**src/sv/dwpid_pkg.sv**
```systemverilog
`timescale 1ns / 1ps
// ----------------------------------------------------------------------------
// dwpid_pkg: shared constants and types
// Widths, register indexes and reset values of the wheel speed drive.
// ----------------------------------------------------------------------------
package dwpid_pkg;
	localparam int TICK_BITS_DEF = 24;
	localparam int WHEELS_DEF    = 2;
	localparam int POWER_MAX     = 25600;
	localparam int MS_PER_S      = 1000;
	localparam int CFG_IDX_W     = 3;

	localparam logic [CFG_IDX_W-1:0] REG_TARGET = 3'd0;
	localparam logic [CFG_IDX_W-1:0] REG_GAIN_P = 3'd1;
	localparam logic [CFG_IDX_W-1:0] REG_GAIN_I = 3'd2;
	localparam logic [CFG_IDX_W-1:0] REG_GAIN_D = 3'd3;
	localparam logic [CFG_IDX_W-1:0] REG_DPT    = 3'd4;
	localparam logic [CFG_IDX_W-1:0] REG_LIMIT  = 3'd5;
	localparam logic [CFG_IDX_W-1:0] REG_SKID   = 3'd6;

	localparam logic signed [15:0] TARGET_RST = 16'sd2560;
	localparam logic [15:0] GAIN_P_RST = 16'd3686;
	localparam logic [15:0] GAIN_I_RST = 16'd369;
	localparam logic [15:0] GAIN_D_RST = 16'd1638;
	localparam logic [15:0] DPT_RST    = 16'd1024;

	// divider width: numerator is |delta| * dpt * 1000 (TICK_BITS+1+16+10 bits)
	localparam int DIV_W = 64;

	typedef struct packed {
		logic start;
		logic busy;
		logic done;
	} div_ctl_t;
endpackage

```
**src/sv/dual_wheel_pid_speed_drive.sv**
```systemverilog
`timescale 1ns / 1ps
// ----------------------------------------------------------------------------
// dual_wheel_pid_speed_drive: two-wheel incremental PID speed controller
// Per sample: speed from tick delta over elapsed ms, error vs target, PID
// increment added to each wheel's power, with run-distance cutoff.
// ----------------------------------------------------------------------------
//  channel | signals                                  | handshake
//  --------+------------------------------------------+-------------------
//  in      | action left_ticks right_ticks time_ms    | in_valid/in_stall
//  out     | left_drive right_drive done_res time_fault | out_valid/out_stall
//  cfg     | cfg_index cfg_data                       | cfg_valid/cfg_ready
//
//  One item at a time. Start and distance-done items set the output register
//  at the input transfer; a zero-dt sample passes through ST_OUT. A control
//  sample runs, per wheel, a shift-add |delta|*dpt product, a bit-serial
//  divide for speed and three shift-add products (P, I, D terms), each with
//  a handoff state, then ST_OUT. Reset restores register defaults and clears
//  wheel state. A result waits in the output register while stalled; the
//  next item is taken once that register is free.
// ----------------------------------------------------------------------------
module dual_wheel_pid_speed_drive #(
	parameter int TICK_BITS = dwpid_pkg::TICK_BITS_DEF,
	parameter int WHEELS    = dwpid_pkg::WHEELS_DEF
) (
	input  logic                              clk,
	input  logic                              arst_n,
	input  logic                              in_valid,
	output logic                              in_stall,
	input  logic                              action,
	input  logic [23:0]                       left_ticks,
	input  logic [23:0]                       right_ticks,
	input  logic [31:0]                       time_ms,
	output logic                              out_valid,
	input  logic                              out_stall,
	output logic signed [15:0]                left_drive,
	output logic signed [15:0]                right_drive,
	output logic                              done_res,
	output logic                              time_fault,
	input  logic                              cfg_valid,
	output logic                              cfg_ready,
	input  logic [dwpid_pkg::CFG_IDX_W-1:0]   cfg_index,
	input  logic [23:0]                       cfg_data
);
	localparam int DW = dwpid_pkg::DIV_W;
	localparam int WIX = (WHEELS > 1) ? $clog2(WHEELS) : 1;
	localparam int PAW = 34;   // signed multiplicand width for PID terms
	localparam int TW  = TICK_BITS + 1;

	typedef enum logic [6:0] {
		ST_IDLE  = 7'b0000001,
		ST_DPT   = 7'b0000010,
		ST_DIV   = 7'b0000100,
		ST_ERR   = 7'b0001000,
		ST_MUL   = 7'b0010000,
		ST_UPD   = 7'b0100000,
		ST_OUT   = 7'b1000000
	} state_t;

	state_t state_q;

	// configuration registers
	logic signed [15:0] target_q;
	logic [15:0] gain_p_q, gain_i_q, gain_d_q, dpt_q;
	logic [23:0] limit_q;
	logic skid_q;

	// wheel state
	logic signed [15:0] power_q [WHEELS];
	logic signed [15:0] perr_q  [WHEELS];
	logic signed [31:0] esum_q  [WHEELS];
	logic [TICK_BITS-1:0] pticks_q [WHEELS];
	logic [31:0] ptime_q;

	// item registers
	logic [TICK_BITS-1:0] ticks_q [2];
	logic [31:0] now_q, dt_q;
	logic [WIX-1:0] w_q;
	logic [1:0] term_q;
	logic neg_q;
	logic signed [TW-1:0] delta_q;
	logic signed [15:0] err_q;
	logic signed [31:0] sum_q;
	logic signed [PAW+15:0] acc_q;

	// output register
	logic out_full_q;
	logic signed [15:0] ldrv_q, rdrv_q;
	logic done_q, fault_q;

	assign cfg_ready = 1'b1;
	assign in_stall  = (state_q != ST_IDLE) || out_full_q;
	assign out_valid = out_full_q;
	assign left_drive  = ldrv_q;
	assign right_drive = rdrv_q;
	assign done_res    = done_q;
	assign time_fault  = fault_q;

	logic in_xfer, out_xfer;
	assign in_xfer  = in_valid && !in_stall;
	assign out_xfer = out_full_q && !out_stall;

	// shared multiplier: |delta|*dpt product in ST_DPT, PID terms in ST_ERR and ST_MUL
	logic mul_start, mul_done;
	logic signed [PAW-1:0] mul_a;
	logic [15:0] mul_b;
	logic signed [PAW+15:0] mul_p;

	// divider
	logic div_start;
	logic [DW-1:0] div_num, div_quo;
	dwpid_pkg::div_ctl_t div_ctl;

	// |delta| * dpt * 1000 formed by multiplier on |delta| and dpt*1000 split
	// into two passes would cost more; instead |delta|*dpt first, then *1000
	// by shift-add constant (x1024 - x16 - x8).
	logic [TW+15:0] ad_q;   // |delta| * dpt
	logic phase_q;          // in ST_DPT, 0: launch |delta|*dpt, 1: launch divide

	// in ST_MUL the next product is launched as the current one lands
	logic [1:0] mul_sel;
	assign mul_sel = (state_q == ST_MUL) ? term_q + 2'd1 : term_q;

	always_comb begin
		mul_a = '0;
		mul_b = '0;
		if (state_q == ST_DPT) begin
			mul_a = PAW'($signed({1'b0, (delta_q[TW-1] ? -delta_q : delta_q)}));
			mul_b = dpt_q;
		end else begin
			case (mul_sel)
				2'd0: begin
					mul_a = PAW'(err_q);
					mul_b = gain_p_q;
				end
				2'd1: begin
					mul_a = PAW'(sum_q);
					mul_b = gain_i_q;
				end
				default: begin
					mul_a = PAW'(err_q) - PAW'(perr_q[w_q]);
					mul_b = gain_d_q;
				end
			endcase
		end
	end

	dwpid_mac #(.AW(PAW), .BW(16)) u_mac (
		.clk(clk), .arst_n(arst_n), .start(mul_start),
		.a(mul_a), .b(mul_b), .done(mul_done), .prod(mul_p)
	);

	logic [DW-1:0] num_k;
	assign num_k = (DW'(ad_q) << 10) - (DW'(ad_q) << 4) - (DW'(ad_q) << 3);
	assign div_num = num_k;

	dwpid_div #(.W(DW)) u_div (
		.clk(clk), .arst_n(arst_n), .start(div_start),
		.num(div_num), .den(DW'({dt_q, 8'd0})), .ctl(div_ctl), .quo(div_quo)
	);

	// speed, error, saturated sum
	logic signed [DW:0] speed_s, err_w;
	logic signed [33:0] sum_w;
	logic signed [15:0] err_sat;
	logic signed [31:0] sum_sat;
	assign speed_s = neg_q ? -$signed({1'b0, div_quo}) : $signed({1'b0, div_quo});
	assign err_w   = (DW+1)'(target_q) - speed_s;
	assign err_sat = (err_w > 32767) ? 16'sh7fff :
		(err_w < -32768) ? 16'sh8000 : err_w[15:0];
	assign sum_w   = 34'(esum_q[w_q]) + 34'(err_sat);
	assign sum_sat = (sum_w > 34'sh07fffffff) ? 32'sh7fffffff :
		(sum_w < -34'sh080000000) ? 32'sh80000000 : sum_w[31:0];

	// rounding and power update
	logic signed [PAW+15:0] yr;
	logic signed [PAW+3:0] stepv;
	logic signed [PAW+4:0] pw;
	logic signed [15:0] pw_sat;
	assign yr    = acc_q + 2048;
	assign stepv = yr[PAW+15:12];   // floor division == round half up
	assign pw    = (PAW+5)'(power_q[w_q]) + (PAW+5)'(stepv);
	assign pw_sat = (pw > dwpid_pkg::POWER_MAX) ? 16'(dwpid_pkg::POWER_MAX) :
		(pw < -dwpid_pkg::POWER_MAX) ? -16'(dwpid_pkg::POWER_MAX) : pw[15:0];

	// distance check and dt
	logic [TICK_BITS:0] tsum;
	logic [TICK_BITS-1:0] in_l, in_r;
	logic [31:0] in_dt;
	assign in_l  = TICK_BITS'(left_ticks);
	assign in_r  = TICK_BITS'(right_ticks);
	assign tsum  = {1'b0, in_l} + {1'b0, in_r};
	assign in_dt = time_ms - ptime_q;

	logic signed [15:0] pl, pr;
	always_comb begin
		pl = power_q[0];
		pr = (WHEELS > 1) ? power_q[WHEELS > 1 ? 1 : 0] : 16'sd0;
	end

	assign mul_start = (state_q == ST_IDLE && 1'b0) ||
		(state_q == ST_DPT && !phase_q) ||
		(state_q == ST_ERR) ||
		(state_q == ST_MUL && mul_done && term_q != 2'd2);
	assign div_start = (state_q == ST_DPT && phase_q);

	always_ff @(posedge clk or negedge arst_n) begin
		if (!arst_n) begin
			state_q  <= ST_IDLE;
			out_full_q <= 1'b0;
			target_q <= dwpid_pkg::TARGET_RST;
			gain_p_q <= dwpid_pkg::GAIN_P_RST;
			gain_i_q <= dwpid_pkg::GAIN_I_RST;
			gain_d_q <= dwpid_pkg::GAIN_D_RST;
			dpt_q    <= dwpid_pkg::DPT_RST;
			limit_q  <= '0;
			skid_q   <= 1'b0;
			ptime_q  <= '0;
			phase_q  <= 1'b0;
			for (int i = 0; i < WHEELS; i++) begin
				power_q[i]  <= '0;
				perr_q[i]   <= '0;
				esum_q[i]   <= '0;
				pticks_q[i] <= '0;
			end
		end else begin
			if (cfg_valid && cfg_ready) begin
				case (cfg_index)
					dwpid_pkg::REG_TARGET: target_q <= cfg_data[15:0];
					dwpid_pkg::REG_GAIN_P: gain_p_q <= cfg_data[15:0];
					dwpid_pkg::REG_GAIN_I: gain_i_q <= cfg_data[15:0];
					dwpid_pkg::REG_GAIN_D: gain_d_q <= cfg_data[15:0];
					dwpid_pkg::REG_DPT:    dpt_q    <= cfg_data[15:0];
					dwpid_pkg::REG_LIMIT:  limit_q  <= cfg_data;
					dwpid_pkg::REG_SKID:   skid_q   <= cfg_data[0];
					default: ;
				endcase
			end
			if (out_xfer)
				out_full_q <= 1'b0;
			case (state_q)
				ST_IDLE: begin
					if (in_xfer) begin
						ticks_q[0] <= in_l;
						ticks_q[1] <= in_r;
						now_q <= time_ms;
						dt_q  <= in_dt;
						w_q   <= '0;
						fault_q <= 1'b0;
						done_q  <= 1'b0;
						if (!action) begin
							// start of run
							for (int i = 0; i < WHEELS; i++) begin
								power_q[i]  <= '0;
								perr_q[i]   <= '0;
								esum_q[i]   <= '0;
								pticks_q[i] <= '0;
							end
							ptime_q <= time_ms;
							ldrv_q <= '0;
							rdrv_q <= '0;
							out_full_q <= 1'b1;
						end else if (tsum >= {limit_q, 1'b0}) begin
							for (int i = 0; i < WHEELS; i++)
								power_q[i] <= '0;
							ldrv_q <= '0;
							rdrv_q <= '0;
							done_q <= 1'b1;
							out_full_q <= 1'b1;
						end else if (in_dt == '0) begin
							fault_q <= 1'b1;
							state_q <= ST_OUT;
						end else begin
							delta_q <= $signed({1'b0, in_l}) - $signed({1'b0, pticks_q[0]});
							phase_q <= 1'b0;
							state_q <= ST_DPT;
						end
					end
				end
				ST_DPT: begin
					// phase 0 launches |delta|*dpt, phase 1 launches the divide
					if (!phase_q) begin
						neg_q   <= delta_q[TW-1];
						phase_q <= 1'b1;
						state_q <= ST_DIV;
					end else begin
						phase_q <= 1'b0;
						state_q <= ST_DIV;
					end
				end
				ST_DIV: begin
					if (phase_q && mul_done) begin
						ad_q    <= mul_p[TW+15:0];
						state_q <= ST_DPT;
					end else if (!phase_q && div_ctl.done) begin
						err_q  <= err_sat;
						sum_q  <= sum_sat;
						term_q <= 2'd0;
						state_q <= ST_ERR;
					end
				end
				ST_ERR: begin
					acc_q   <= '0;
					state_q <= ST_MUL;
				end
				ST_MUL: begin
					if (mul_done) begin
						acc_q <= acc_q + mul_p;
						if (term_q == 2'd2)
							state_q <= ST_UPD;
						term_q <= term_q + 2'd1;
					end
				end
				ST_UPD: begin
					power_q[w_q]  <= pw_sat;
					esum_q[w_q]   <= sum_q;
					perr_q[w_q]   <= err_q;
					pticks_q[w_q] <= ticks_q[w_q[0]];
					if (32'(w_q) == WHEELS - 1 || w_q == WIX'(1)) begin
						ptime_q <= now_q;
						state_q <= ST_OUT;
					end else begin
						w_q <= w_q + 1'b1;
						delta_q <= $signed({1'b0, ticks_q[1]}) -
							$signed({1'b0, pticks_q[WHEELS > 1 ? 1 : 0]});
						phase_q <= 1'b0;
						state_q <= ST_DPT;
					end
				end
				ST_OUT: begin
					ldrv_q <= skid_q ? pl : -pl;
					rdrv_q <= skid_q ? -pr : pr;
					out_full_q <= 1'b1;
					state_q <= ST_IDLE;
				end
				default: state_q <= ST_IDLE;
			endcase
		end
	end

	// no input is accepted while a result is pending
	a_no_accept_while_full: assert property (@(posedge clk) disable iff (!arst_n)
		out_full_q |-> in_stall) else $error("input accepted while result pending");
	a_done_zero: assert property (@(posedge clk) disable iff (!arst_n)
		(out_valid && done_res) |-> (left_drive == 0 && right_drive == 0))
		else $error("done result with nonzero drive");
	a_done_fault: assert property (@(posedge clk) disable iff (!arst_n)
		out_valid |-> !(done_res && time_fault)) else $error("done and fault together");
	a_power_range: assert property (@(posedge clk) disable iff (!arst_n)
		out_valid |-> (left_drive <= 25600 && left_drive >= -25600))
		else $error("left drive out of range");
endmodule

```
**src/sv/dwpid_div.sv**
```systemverilog
`timescale 1ns / 1ps
// ----------------------------------------------------------------------------
// dwpid_div: bit-serial unsigned divider
// Restoring division, one quotient bit per cycle.
// ----------------------------------------------------------------------------
module dwpid_div #(
	parameter int W = dwpid_pkg::DIV_W
) (
	input  logic         clk,
	input  logic         arst_n,
	input  logic         start,
	input  logic [W-1:0] num,
	input  logic [W-1:0] den,
	output dwpid_pkg::div_ctl_t ctl,
	output logic [W-1:0] quo
);
	localparam int CW = $clog2(W + 1);
	logic [W-1:0] rem_q, quo_q, den_q;
	logic [CW-1:0] cnt_q;
	logic busy_q, done_q;
	logic [W:0] trial;

	assign trial = {rem_q, quo_q[W-1]} - {1'b0, den_q};

	always_ff @(posedge clk or negedge arst_n) begin
		if (!arst_n) begin
			busy_q <= 1'b0;
			done_q <= 1'b0;
			cnt_q  <= '0;
		end else begin
			done_q <= 1'b0;
			if (start) begin
				busy_q <= 1'b1;
				cnt_q  <= CW'(W);
			end else if (busy_q) begin
				cnt_q <= cnt_q - 1'b1;
				if (cnt_q == CW'(1)) begin
					busy_q <= 1'b0;
					done_q <= 1'b1;
				end
			end
		end
	end

	always_ff @(posedge clk) begin
		if (start) begin
			rem_q <= '0;
			quo_q <= num;
			den_q <= den;
		end else if (busy_q) begin
			if (!trial[W]) begin
				rem_q <= trial[W-1:0];
				quo_q <= {quo_q[W-2:0], 1'b1};
			end else begin
				rem_q <= {rem_q[W-2:0], quo_q[W-1]};
				quo_q <= {quo_q[W-2:0], 1'b0};
			end
		end
	end

	assign ctl.start = start;
	assign ctl.busy  = busy_q;
	assign ctl.done  = done_q;
	assign quo       = quo_q;
endmodule

```
**src/sv/dwpid_mac.sv**
```systemverilog
`timescale 1ns / 1ps
// ----------------------------------------------------------------------------
// dwpid_mac: shift-add multiplier
// Signed by unsigned product, one multiplier bit per cycle.
// ----------------------------------------------------------------------------
module dwpid_mac #(
	parameter int AW = 34,
	parameter int BW = 16
) (
	input  logic                     clk,
	input  logic                     arst_n,
	input  logic                     start,
	input  logic signed [AW-1:0]     a,
	input  logic [BW-1:0]            b,
	output logic                     done,
	output logic signed [AW+BW-1:0]  prod
);
	localparam int CW = $clog2(BW + 1);
	logic signed [AW+BW-1:0] acc_q, a_q;
	logic [BW-1:0] b_q;
	logic [CW-1:0] cnt_q;
	logic busy_q, done_q;

	always_ff @(posedge clk or negedge arst_n) begin
		if (!arst_n) begin
			busy_q <= 1'b0;
			done_q <= 1'b0;
			cnt_q  <= '0;
		end else begin
			done_q <= 1'b0;
			if (start) begin
				busy_q <= 1'b1;
				cnt_q  <= CW'(BW);
			end else if (busy_q) begin
				cnt_q <= cnt_q - 1'b1;
				if (cnt_q == CW'(1)) begin
					busy_q <= 1'b0;
					done_q <= 1'b1;
				end
			end
		end
	end

	always_ff @(posedge clk) begin
		if (start) begin
			acc_q <= '0;
			a_q   <= (AW+BW)'(a);
			b_q   <= b;
		end else if (busy_q) begin
			if (b_q[0])
				acc_q <= acc_q + a_q;
			a_q <= a_q <<< 1;
			b_q <= b_q >> 1;
		end
	end

	assign done = done_q;
	assign prod = acc_q;
endmodule

```
**config.mk**
```make
export PLATFORM = sky130hd
export DESIGN_NAME = dual_wheel_pid_speed_drive
export DESIGN_NICKNAME = d
export VERILOG_FILES = /design/src/sv/dwpid_pkg.sv /design/src/sv/dual_wheel_pid_speed_drive.sv /design/src/sv/dwpid_div.sv /design/src/sv/dwpid_mac.sv
export SDC_FILE = /design/constraint.sdc
export NUM_CORES = 2
export LEC_CHECK = 0
export BUFFER_PORTS_ARGS = -buffer_cell sky130_fd_sc_hd__buf_2
export CAP_MARGIN = 20
export CORE_ASPECT_RATIO = 0.6
export CORE_MARGIN = 5
export CORE_UTILIZATION = 28
export DETAILED_ROUTE_END_ITERATION = 16
export PLACE_DENSITY_LB_ADDON = 0.08
export SETUP_SLACK_MARGIN = 0.4
export SYNTH_ARGS = -nofsm -noshare
export SYNTH_HDL_FRONTEND = slang
export SYNTH_SLANG_ARGS = --single-unit
export TNS_END_PERCENT = 5
```
**constraint.sdc**
```tcl
create_clock -name clk -period 10.25 [get_ports clk]
set_input_delay 3.075 -clock clk [delete_from_list [all_inputs] [get_ports clk]]
set_output_delay 3.075 -clock clk [all_outputs]
set_load 0.02 [all_outputs]
```
# [Word-level counts from Yosys, hierarchy flattened]
# Memories as Yosys holds them, arrays and structs flattened. A register that Yosys moved wholly into a read port is not among the register bits.
# Index checks and enable logic that the tools add are counted.
[word_totals] regBits=880 mem_bits_rw=48 inputBits=113 out_inout_bits=37 elab_cells=284 mem_count=1
[memory_table] memory="ticks_q" depth=2 word_bits=24 read_ports=2 rd_clocked_by_memory_dff=1 write_ports=2 line="dual_wheel_pid_speed_drive.sv:75" rtl="logic [TICK_BITS-1:0] ticks_q [2];"
[op_classes] n_addsub=22 order_cmp=9 n_eq_ne=32 mux=122 bitwise=4 n_reduce_logical=49
[ops] op="two-way mux 32 bit" count=13
[ops] op="two-way mux 64 bit" count=5
[ops] op="two-way mux 16 bit" count=19
[ops] op="case mux 32 bit (2 select lines)" count=3
[ops] op="two-way mux 25 bit" count=6
[ops] op="two-way mux 50 bit" count=3
[ops] op="case mux 64 bit (2 select lines)" count=1
[ops] op="adder 50 bit" count=2
[ops] op="case mux 50 bit (2 select lines)" count=1
[ops] op="two-way mux 48 bit" count=2
[ops] op="case mux 16 bit (2 select lines)" count=3
[ops] op="case mux 48 bit (2 select lines)" count=1
[ops] op="two-way mux 7 bit" count=11
[ops] op="case mux 34 bit (2 select lines)" count=1
[ops] op="> comparator 65 x 16 -> 1 bit, second input constant" count=1
[ops] op="< comparator 65 x 16 -> 1 bit, second input constant" count=1
[ops] op="two-way mux 65 bit" count=1
[ops] op="negation 64 -> 65 bit" count=1
[ops] op="subtractor 16 x 65 -> 65 bit" count=1
[ops] op="subtractor 65 x 40 -> 65 bit" count=1
[ops] op="bitwise mux 32 bit" count=2
[ops] op="bitwise mux 64 bit" count=1
[ops] op="subtractor 52 x 45 -> 53 bit" count=1
[ops] op="subtractor 51 x 45 -> 52 bit" count=1
[ops] op="69 further kinds" count=156

# [Logic depth before layout (Yosys ltp)]
[depth] ltp_word=10 mapped_depth=44 mapped_depth_nobuf=43

# [Modules after synthesis]
# From an unflattened synthesis, not the netlist that was laid out.
[unflattened] hier_cells=7449 area_unflattened_um2=69071.2
[by_module_without_submodules] module="dual_wheel_pid_speed_drive" instances=1 cells_each=5386 area_per_inst_um2=49408.6 seq_area_each_um2=17534.3
[by_module_without_submodules] module="dwpid_div" instances=1 cells_each=1233 area_per_inst_um2=11974.0 seq_area_each_um2=5350.1
[by_module_without_submodules] module="dwpid_mac" instances=1 cells_each=830 area_per_inst_um2=7688.6 seq_area_each_um2=3158.0

# [Least setup slack after synthesis]
# OpenSTA, ideal clock, no wires.
[synth_path] path_kind="input-to-reg" start="input left_ticks[0]" end="register ldrv_q[0] (netlist: left_drive[0]) (enable)" setup_ps=474 arrival_ps=9536 required_time_ps=9776 path_slack_ps=240 stages=23 path_cell_list="ha_1 fa_1 a21oi_1 nor2_1 nor2_1 o21bai_1 a21oi_1 o21bai_1 a21oi_1 nor2b_1 o31a_1 or4b_2 nand3_1 a31oi_1 a311oi_1 xnor2_1 ha_1 a21oi_1 nor2b_1 o221ai_1 a31oi_1 nor3b_1 a221oi_1"
[synth_between] elab_chain_len=4
[synth_lines] element="start: declaration" line="dual_wheel_pid_speed_drive.sv:30" rtl="input logic [23:0] left_ticks,"
[synth_lines] element="adder 24 x 24 -> 25 bit" line="dual_wheel_pid_speed_drive.sv:191" rtl="assign tsum = {1'b0, in_l} + {1'b0, in_r};"
[synth_lines] element="greater-or-equal comparator 25 bit" line="dual_wheel_pid_speed_drive.sv:262" rtl="end else if (tsum >= {limit_q, 1'b0}) begin"
[synth_lines] element="inequality test 3 x 2 -> 1 bit (no line)"
[synth_lines] element="AND reduction 4 bit (no line)"
[synth_lines] element="end signal: assignment" line="dual_wheel_pid_speed_drive.sv:330" rtl="ldrv_q <= skid_q ? pl : -pl;"
[synth_lines] element="end: declaration" line="dual_wheel_pid_speed_drive.sv:87" rtl="logic signed [15:0] ldrv_q, rdrv_q;"
# No other way between the ends.
# A chain may end at the register's enable or synchronous reset.

# [Worst setup path after layout]
[layout_path] start="register u_div.quo_q[10] (netlist: u_div.quo[10])" end="register sum_q[13] (data pin)"
[layout_between] elab_chain_len=9 word_cells_on_any_way=11 classes_between="add/sub: 3; order compare: 4; mux: 4"
[layout_lines] element="start: declaration" line="dwpid_div.sv:18" rtl="logic [W-1:0] rem_q, quo_q, den_q;"
[layout_lines] element="start signal: assignment" line="dwpid_div.sv:48" rtl="quo_q <= num;"
[layout_lines] element="start signal: assignment" line="dwpid_div.sv:53" rtl="quo_q <= {quo_q[W-2:0], 1'b1};"
[layout_lines] element="start signal: assignment" line="dwpid_div.sv:56" rtl="quo_q <= {quo_q[W-2:0], 1'b0};"
[layout_lines] element="negation 64 -> 65 bit" line="dual_wheel_pid_speed_drive.sv:166" rtl="assign speed_s = neg_q ? -$signed({1'b0, div_quo}) : $signed({1'b0, div_quo});"
[layout_lines] element="two-way mux 65 bit *" line="dual_wheel_pid_speed_drive.sv:166"
[layout_lines] element="subtractor 16 x 65 -> 65 bit *" line="dual_wheel_pid_speed_drive.sv:167" rtl="assign err_w = (DW+1)'(target_q) - speed_s;"
[layout_lines] element="< comparator 65 x 16 -> 1 bit" line="dual_wheel_pid_speed_drive.sv:169" rtl="(err_w < -32768) ? 16'sh8000 : err_w[15:0];"
[layout_lines] element="two-way mux 16 bit" line="dual_wheel_pid_speed_drive.sv:169"
[layout_lines] element="two-way mux 16 bit *" line="dual_wheel_pid_speed_drive.sv:168" rtl="assign err_sat = (err_w > 32767) ? 16'sh7fff :"
[layout_lines] element="via err_sat[8]" line="dual_wheel_pid_speed_drive.sv:164" rtl="logic signed [15:0] err_sat;"
[layout_lines] element="adder 32 x 16 -> 33 bit *" line="dual_wheel_pid_speed_drive.sv:170" rtl="assign sum_w = 34'(esum_q[w_q]) + 34'(err_sat);"
[layout_lines] element="< comparator 33 x 32 -> 1 bit" line="dual_wheel_pid_speed_drive.sv:172" rtl="(sum_w < -34'sh080000000) ? 32'sh80000000 : sum_w[31:0];"
[layout_lines] element="two-way mux 32 bit" line="dual_wheel_pid_speed_drive.sv:172"
[layout_lines] element="end signal: assignment" line="dual_wheel_pid_speed_drive.sv:296" rtl="sum_q <= sum_sat;"
[layout_lines] element="end: declaration" line="dual_wheel_pid_speed_drive.sv:82" rtl="logic signed [31:0] sum_q;"
# Mark *: on every way through the listed nets, which the timed path passes. The rest lies on a longest branch.

==> flow_metrics.env <==
export IMPL_nFillCells=23800
export IMPL_vias=53100
export IMPL_die_w_um=630
export IMPL_syn_area_per_cell_um2=9.31
export IMPL_cp_slowest_cell="or4_4"
export IMPL_core_area_um2=229000
export IMPL_grt_setup_unrepaired="yes"
export IMPL_cp_max_fo=14
export IMPL_multi_input_area_um2=37700
export IMPL_cts_buffer_depth=3
export IMPL_viasPerCell=5.19
export IMPL_tightestPinTransition_ps=1090
export IMPL_gp_congestion=0.848
export IMPL_drt_wl_total_mm=225
export IMPL_crit_type="reg -> reg"
export IMPL_p_total_mw=19.1
export IMPL_crit_path_start_kind="flip-flop"
export IMPL_chipHeight_um=382
export IMPL_synthDistinctLibCells=104
export IMPL_min_period_ps=9730
export IMPL_antenna_found_initial=28
export IMPL_status="completed"
export IMPL_synth_most_common_cell="nand2_1"
export IMPL_final_instance_count_excl_fill=10200
export IMPL_p_per_area_nw_per_um2=260
export IMPL_placed_cells=9988
export IMPL_drv_slew=0
export IMPL_dr_pass1_iters=5
export IMPL_slew_headroom_pct=27.2
export IMPL_drc=0
export IMPL_rows=136
export IMPL_grt_max_degree=90
export IMPL_synthCells=6942
export IMPL_setup_tns_ps=0
export IMPL_cts_buffers_inserted=105
export IMPL_seq_area_frac_synth_pct=38.8
export IMPL_antenna_left=0
export IMPL_synth_area_top_cells="edfxtp_1, dfrtp_1, ha_1"
export IMPL_dp_slack_ps=-389
export IMPL_dp_hpwl_mm=173
export IMPL_setup_violations=0
export IMPL_htreeDepth=3
export IMPL_finalHoldViolCount=0
export IMPL_cts_sinks=929
export IMPL_grt_first_pass_wirelength_mm=337
export IMPL_nets=7702
export IMPL_postCtsHoldBufs=0
export IMPL_grt_pass1_vias=50400
export IMPL_cp_slowest_stage_delay_ps=560
export IMPL_ys_async_sr_fraction_pct=36.4
export IMPL_post_route_period_util_pct=94.9
export IMPL_ys_ff_latch=929
export IMPL_avgRoutedWirePerCell_um=22.0
export IMPL_cts_tree="done"
export IMPL_synth_top_cell_area_share_pct=22.1
export IMPL_yosysWarnings=0
export IMPL_root_buffer="clkbuf_16"
export IMPL_fin_ws_ps=519
export IMPL_skew_ps=69.9
export IMPL_synth_edf_count=476
export IMPL_yosys_top_cells_count="nand2_1, a21oi_1, o21ai_0, ha_1, edfxtp_1"
export IMPL_drt_iter0_markers=4334
export IMPL_pin_count=150
export IMPL_drive_above_1_share_pct=11.0
export IMPL_gr_total_overflow=0
export IMPL_synth_nets=7559
export IMPL_portBuffers=148
export IMPL_syn_area_um2=64600
export IMPL_cap_viol_max_count=0
export IMPL_leakagePower_nw=30.5
export IMPL_track_usage_pct=18.1
export IMPL_synth_top_area_cell="edfxtp_1"
export IMPL_worst_ep_arrival_time_ps=10200
export IMPL_fin_util_pct=32.1
export IMPL_fmax_ghz=0.103
export IMPL_clk_pin_slew_ps=70
export IMPL_seq_area_um2=25100
export IMPL_holdCritPathClass="reg -> reg"
export IMPL_syn2layout_area_growth_pct=13.7
export IMPL_crit_required_ps=10720
export IMPL_ys_flop_type="edfxtp_1"
export IMPL_initial_core_util_pct=28.2
export IMPL_die_area_um2=241000
export IMPL_endpoint_kind="flip-flop"
export IMPL_insertion_delay_ps=760
export IMPL_ir_worst_vdd_mv=0.160
[metal layers]
layer	wire, µm	vias to the layer above	GRT usage [%]
li1	-	25800	-
met1	128000	25900	30.8
met2	81900	1152	23.3
met3	12200	155	2.89
met4	2740	2	2.51
met5	13	-	0
[registers in the layout, indices dropped and copies added, names as in the netlist, 24 cells and up, named ones only]
signal       cells
ad_q            41
u_div.quo       64
pticks_q        48
u_mac.a_q       50
perr_q          32
ticks_q         48
now_q           32
ptime_q         32
u_mac.prod      50
esum_q          64
u_div.rem_q     64
acc_q           50
sum_q           32
u_div.den_q     32
dt_q            32
limit_q         24
delta_q         25
[cell families after synthesis]
family,after synthesis,share of synthesized area (%)
AO/OA/AOI/OAI,2063,20.5
AND/OR/NAND/NOR,2003,15.0
flip-flops,929,38.8
buffers and inverters,606,3.59
XOR/XNOR,552,7.49
adder cells (fa/ha/maj),508,9.95
multiplexers,280,4.64
other,1,0.00580
[worst max-delay path: cells and delay by family, from the launching register on]
| family | cells | cell delay (ps) |
|---|---|---|
| AO/OA/AOI/OAI | 17 | 3390 |
| XOR/XNOR | 2 | 280 |
| adder cells (fa/ha/maj) | 3 | 800 |
| buffers and inverters | 5 | 800 |
| flip-flops | 1 | 380 |
| AND/OR/NAND/NOR | 13 | 3800 |
[timing repair]
item | 4_1_cts | 5_1_grt
resized for setup | 21 | 50
setup buffers | 10 | 15
gates cloned | 0 | 0
pin swaps | 14 | 32
endpoints found under the setup margin | 32 | 32
endpoints found under the hold margin | 0 | 0
[report_power, final]
group	internal [mW]	switching (mW)	leakage, nW
Sequential	5.04	0.821	9.78
Combinational	3.52	5.65	19.0
Clock	2.34	1.75	1.79
[final timing paths]
check                                             start  slack (ps)  cells after the start                   endpoint
worst max-delay path            u_div.quo[10]$_DFFE_PP_         520                     40    sum_q[13]$_SDFFCE_PN1P_
worst min-delay path                 dt_q[14]$_DFFE_PP_         420                      0  u_div.den_q[22]$_DFFE_PP_
worst max register to register  u_div.quo[10]$_DFFE_PP_         520                     40    sum_q[13]$_SDFFCE_PN1P_
worst min register to register       dt_q[14]$_DFFE_PP_         420                      0  u_div.den_q[22]$_DFFE_PP_
max in group asynchronous                        arst_n        6120                      3   target_q[15]$_DFFE_PN0P_
min in group asynchronous                        arst_n        2180                      1   pticks_q[21]$_DFFE_PN0P_
[per-stage QoR]
stage	area, µm²	hold WS, ps
finish	73500	419
detailed placement	69300	407
floorplan	64600	400
global route	73500	429
CTS	73100	421
global placement	69300	406
[layout by cell type, fill, tap and decap left out, drive strengths merged, types with 56 or more instances in the layout]
cell type,instances
a211oi,68
a21o,262
a21oi,557
a22o,105
and3,56
buf,286
clkbuf,138
dfrtp,316
dfxtp,115
edfxtp,476
ha,493
inv,361
mux2,155
mux2i,125
nand2,647
nand2b,81
nand3,162
nand4,66
nor2,453
nor2b,73
nor3,164
o21a,72
o21ai,523
o31ai,66
or3,58
xnor2,306
xor2,246
[cell type report]
class	count	share of cell area [%]
Tap cell	3036	5.17
Clock inverter	62	1.16
Multi-Input combinational cell	5407	51.3
Antenna cell	4	0.0136
Timing Repair Buffer	286	2.51
Clock buffer	138	3.88
Sequential cell	929	34.1
Inverter	356	1.82
Note: power is estimated with default switching activity, not from simulation.
